[src/sv/hdf_pkg.sv]
// ----------------------------------------------------------------------------
// hdf_pkg
// Shared types, constants and helper functions of the fire field block.
// ----------------------------------------------------------------------------
package hdf_pkg;

    // Default geometry and heat range
    localparam int DEF_FIELD_WIDTH  = 128;
    localparam int DEF_FIELD_HEIGHT = 64;
    localparam int DEF_HEAT_MAX     = 63;
    localparam int DEF_SOURCE_DEPTH = 2;

    // Noise generator
    localparam logic [15:0] LFSR_TAPS = 16'hB400;
    localparam logic [15:0] LFSR_SEED = 16'hACE1;

    // Configuration registers
    localparam logic [0:0] REG_COOLING = 1'd0;
    localparam logic [0:0] REG_FLICKER = 1'd1;
    localparam logic [3:0] COOLING_RESET = 4'd3;
    localparam logic [4:0] FLICKER_RESET = 5'd12;

    // Item kinds
    localparam logic KIND_FRAME = 1'b0;
    localparam logic KIND_READ  = 1'b1;

    // Controller to datapath commands
    typedef struct packed {
        logic capture;     // take input item, rewind counters
        logic clr_wr;      // clear one cell at the linear pointer
        logic seed_wr;     // seed one source cell
        logic ext_wr;      // extinguish one source cell
        logic lin_load;    // point the linear pointer at the source rows
        logic pre_issue;   // fetch the wrap neighbors of the row below
        logic strm_issue;  // fetch one column of the two rows below
        logic row_next;    // advance to the next row
        logic rd_issue;    // read one cell for a read item
        logic out_load;    // load the result register
    } cmd_t;

    // Datapath to controller status
    typedef struct packed {
        logic kind;
        logic burn;
        logic lin_last;
        logic x_last;
        logic y_last;
        logic out_busy;
    } sts_t;

    // One Galois step of the noise register
    function automatic logic [15:0] lfsr_step(input logic [15:0] s);
        logic [15:0] t;
        begin
            t = s >> 1;
            if (s[0]) begin
                t = t ^ LFSR_TAPS;
            end
            return t;
        end
    endfunction

    // Heat to RGB565: black, red, yellow, white ramp
    function automatic logic [15:0] palette_rgb565(input logic [7:0] h);
        logic [7:0] stp;
        logic [7:0] r;
        logic [7:0] g;
        logic [7:0] b;
        begin
            stp = 8'({4'd0, h[3:0]} * 8'd17);
            r = 8'd255;
            g = 8'd255;
            b = 8'd255;
            case (h[7:4])
                4'd0: begin
                    r = stp;
                    g = 8'd0;
                    b = 8'd0;
                end
                4'd1: begin
                    g = stp;
                    b = 8'd0;
                end
                4'd2: begin
                    b = stp;
                end
                default: begin
                    r = 8'd255;
                end
            endcase
            return {r[7:3], g[7:2], b[7:3]};
        end
    endfunction

endpackage

[src/sv/hdf_ctrl.sv]
// ----------------------------------------------------------------------------
// hdf_ctrl
// Sequencer: clearing pass, frame step phases, cell reads, result handoff.
// ----------------------------------------------------------------------------
module hdf_ctrl (
    input  logic          aclk,
    input  logic          aresetn,
    input  logic          s_valid,
    output logic          s_ready,
    input  hdf_pkg::sts_t sts,
    output hdf_pkg::cmd_t cmd
);

    typedef enum logic [9:0] {
        ST_CLEAR = 10'b0000000001,
        ST_IDLE  = 10'b0000000010,
        ST_DISP  = 10'b0000000100,
        ST_SEED  = 10'b0000001000,
        ST_PRE   = 10'b0000010000,
        ST_DIFF  = 10'b0000100000,
        ST_TAIL  = 10'b0001000000,
        ST_EXT   = 10'b0010000000,
        ST_RD    = 10'b0100000000,
        ST_DONE  = 10'b1000000000
    } state_t;

    state_t state_reg;
    state_t state_next;

    always_ff @(posedge aclk) begin
        if (!aresetn) begin
            state_reg <= ST_CLEAR;
        end else begin
            state_reg <= state_next;
        end
    end

    assign s_ready = (state_reg == ST_IDLE);

    always_comb begin
        state_next = state_reg;
        cmd        = '0;
        case (state_reg)
            ST_CLEAR: begin
                cmd.clr_wr = 1'b1;
                if (sts.lin_last) begin
                    state_next = ST_IDLE;
                end
            end
            ST_IDLE: begin
                if (s_valid) begin
                    cmd.capture = 1'b1;
                    state_next  = ST_DISP;
                end
            end
            ST_DISP: begin
                if (sts.kind == hdf_pkg::KIND_READ) begin
                    state_next = ST_RD;
                end else if (sts.burn) begin
                    state_next = ST_SEED;
                end else begin
                    state_next = ST_PRE;
                end
            end
            ST_SEED: begin
                cmd.seed_wr = 1'b1;
                if (sts.lin_last) begin
                    state_next = ST_PRE;
                end
            end
            ST_PRE: begin
                cmd.pre_issue = 1'b1;
                state_next    = ST_DIFF;
            end
            ST_DIFF: begin
                cmd.strm_issue = 1'b1;
                if (sts.x_last) begin
                    cmd.row_next = 1'b1;
                    state_next   = sts.y_last ? ST_TAIL : ST_PRE;
                end
            end
            ST_TAIL: begin
                // last cell of the diffusion pass retires here
                cmd.lin_load = 1'b1;
                state_next   = sts.burn ? ST_DONE : ST_EXT;
            end
            ST_EXT: begin
                cmd.ext_wr = 1'b1;
                if (sts.lin_last) begin
                    state_next = ST_DONE;
                end
            end
            ST_RD: begin
                cmd.rd_issue = 1'b1;
                state_next   = ST_DONE;
            end
            ST_DONE: begin
                if (!sts.out_busy) begin
                    cmd.out_load = 1'b1;
                    state_next   = ST_IDLE;
                end
            end
            default: begin
                state_next = ST_IDLE;
            end
        endcase
    end

endmodule

[config.mk]
export PLATFORM = sky130hd
export DESIGN_NAME = hdf_ctrl
export DESIGN_NICKNAME = d
export VERILOG_FILES = /design/src/sv/hdf_pkg.sv /design/src/sv/hdf_ctrl.sv
export SDC_FILE = /design/constraint.sdc
export NUM_CORES = 1
export LEC_CHECK = 0
export BUFFER_PORTS_ARGS = -buffer_cell sky130_fd_sc_hd__buf_2
export CORE_MARGIN = 2
export CORE_UTILIZATION = 25
export CTS_CLUSTER_SIZE = 12
export DETAILED_ROUTE_END_ITERATION = 10
export HOLD_SLACK_MARGIN = 0.02
export MAX_ROUTING_LAYER = met4
export PLACE_DENSITY = 0.54
export SYNTH_ARGS = -nofsm -noshare
export SYNTH_HDL_FRONTEND = slang
export SYNTH_SLANG_ARGS = --single-unit
export TNS_END_PERCENT = 10
[constraint.sdc]
create_clock -name aclk -period 1.8 [get_ports aclk]
set_clock_uncertainty 0.1 [all_clocks]
set_input_delay 0.09 -clock aclk [delete_from_list [all_inputs] [get_ports aclk]]
set_output_delay 0.09 -clock aclk [all_outputs]
set_load 0.1 [all_outputs]
==> impl_metrics.toml <==
[placement]
dpl.hpwl_um = 1659
gp_congestion = 0.8535
port_buffers = 19
dpl_worst_slack_ns = -0.006660

[drt]
drt_iter0_drc = 46
dr.pass1.iters = 4
via_per_inst = 4.785
vias = 823
wl_um = 2273
ant_nets = 0
drcViolationCount = 0
routedWlPerCell_um = 13.22

[logic_synthesis]
avgSynthCellArea_um2 = 8.857
netlist.area_leader.share_pct = 25.40
ys_warn_count = 0
synth_top_area_cell = "dfxtp_1"
syn-cell-area_um2 = 788.3
synth-edff-count = 0
synth.net_count = 98
synthFlopType = "dfxtp_1"
yosys-top-cells-area = "dfxtp_1, nor2_1, nor4_4"
ys_async_sr_fraction_pct = 0
netlist-cell-type-count = 39
syn_inst = 89
ys_seq_area_share_pct = 25.40
ys_ff_latch = 10

[timing]
hold-worst-slack_ns = 0.1267
setup_viol = 10
slew_headroom_pct = 74.30
finalCritPeriodShare_pct = 107.6
setup_slack_ns = -0.1371
finalCriticalPeriod_ns = 1.937
drv_slew = 0
worst_pin_slew_ns = 0.3801
fmax_mhz = 516.2
hold_viol = 0
rsz0062_at_grt = "true"

[power_and_ir_drop]
p_leak_nw = 0.5392
p_per_area_mw_per_mm2 = 440.0
power_mw = 0.6155
ir_drop_v = 0.0002601

[global_routing]
grt_pass1_vias = 779
grt_usage_pct = 14.57
grt-ovfl-total = 0
grt_pass1_wl_um = 3705
grt_antenna_before_repair = 0
grt_max_degree = 9

[layout]
fillers = 288
antenna_cells = 0
fin_nets = 138
multi_input_area_um2 = 634.4
layout_common_cells = "nor2_1, buf_12, buf_4, buf_2, dfxtp_1"
largest_reg_flops = 10
area_delta_synth_final_pct = 77.46
drive_gt1_share_pct = 52.34
final_common_cell = "nor2_1"
regArea_um2 = 212.7

[min_path]
hold_end = "state_reg[9]"
holdPathStages = 4
worstHoldPathType = "input pin to flip-flop"
hp-start = "sts[0]"

[die]
die_area_mm2 = 0.003618
die_h_um = 60.15
rows = 20
dieWidth_um = 60.15
start_util_pct = 26.03
core_mm2 = 0.003028
io_pins = 20

[job]
max_cap_viol_count = 0

[clock_network]
cts_buffers = 3
insertion_delay_ns = 0.27
clock-sinks = 10
cts_root_buffer = "clkbuf_4"
cts_tree = "built"
clk_pin_slew_ns = 0.07
clockBufferDepth = 2
h-tree-depth = 1

[worst_setup_path]
reg2regPathDepth = 7
r2r_start = "state_reg[7]"
worstPathRequired_ns = 1.61
critical_path_class = "flip-flop to output port"
crit_arrival_ns = 1.75
r2r_end = "state_reg[8]"
end_kind = "output port"
rrSetupSlack_ns = 0.01
cp-start-kind = "flip-flop"
crit_path_max_fanout = 4

[status]
violations = "setup timing"
status = "finished with violations"
power breakdown:
| group | switching, mW | total (mW) | leakage [nW] | internal (mW) |
|---|---|---|---|---|
| Combinational | 0.101 | 0.180 | 0.434 | 0.0787 |
| Clock | 0.0825 | 0.205 | 0.0210 | 0.123 |
| Sequential | 0.00889 | 0.230 | 0.0843 | 0.222 |
what timing repair did:
action                                 4_1_cts  5_1_grt
hold buffers                                 5        0
setup buffers                                3        1
setup endpoints to repair                   13       17
endpoints found under the hold margin        5        0
gates resized for setup                     12        4
pin swaps                                    8        5
kinds of logic (layout without fill, tap and decap cells):
kind of cell / Yosys count / in the layout / synth area share (%)
AND/OR/NAND/NOR: 52 / 52 / 46.67
AO/OA/AOI/OAI: 14 / 14 / 15.87
flip-flops: 10 / 10 / 25.40
buffers and inverters: 9 / 48 / 7.619
XOR/XNOR: 4 / 4 / 4.445
worst max path at each step:
stage	startpoint	to	slack (ns)	cells after the start
2_1_floorplan	state_reg[9]	state_reg[7]	-0.56	5
3_3_place_gp	state_reg[7]	state_reg[9]	-0.0002	5
3_5_place_dp	state_reg[7]	state_reg[9]	-0.007	5
4_1_cts	state_reg[4]	cmd[0]	-0.15	6
5_1_grt	state_reg[4]	cmd[0]	-0.23	6
6_report	state_reg[4]	cmd[0]	-0.14	6
metal layers:
metal | track usage, % | up-vias | routed length, um
met1 | 18.97 | 393 | 1051
met2 | 22.67 | 19 | 1134
met3 | 1.299 | 2 | 58
met5 | - | - | 0
li1 | - | 409 | -
met4 | 6.667 | 0 | 29
stage by stage:
stage / cells / cell area (um^2) / util [%] / setup TNS (ns)
global placement: 159 / 1211 / 40.00 / -0.0002259
CTS: 171 / 1379 / 45.54 / -1.105
finish: 172 / 1399 / 46.20 / -0.9411
global route: 172 / 1399 / 46.20 / -2.023
detailed placement: 159 / 1211 / 40.00 / -0.006660
floorplan: 89 / 854.6 / - / -4.653
layout make-up:
class | count | share of cell area [%]
multi-input combinational | 70 | 45.35
sequential | 10 | 15.21
clock buffer | 4 | 2.594
inverter | 5 | 1.610
timing repair buffer | 39 | 31.31
tap | 44 | 3.936
worst max-delay path: stages, from the launching register on:
cell and delay (ns):
dfxtp_2 0.33, nor4_4 0.31, nand2_2 0.15, buf_6 0.15, nand4bb_1 0.19, nor2_2 0.16, buf_12 0.19
synthesized netlist by cell type, types with 2 or more instances:
library cell,number
nor4_4,2
and2_1,3
nand2_1,3
nor4b_1,2
dfxtp_1,10
nor3b_1,4
xor2_1,3
a21oi_1,2
or3_1,2
o21ai_0,4
and3_1,3
nand3_1,2
nor2_1,13
buf_6,3
nor3_1,3
nand4bb_1,2
inv_1,5
a22oi_1,2
(Power assumes the default switching activity.)
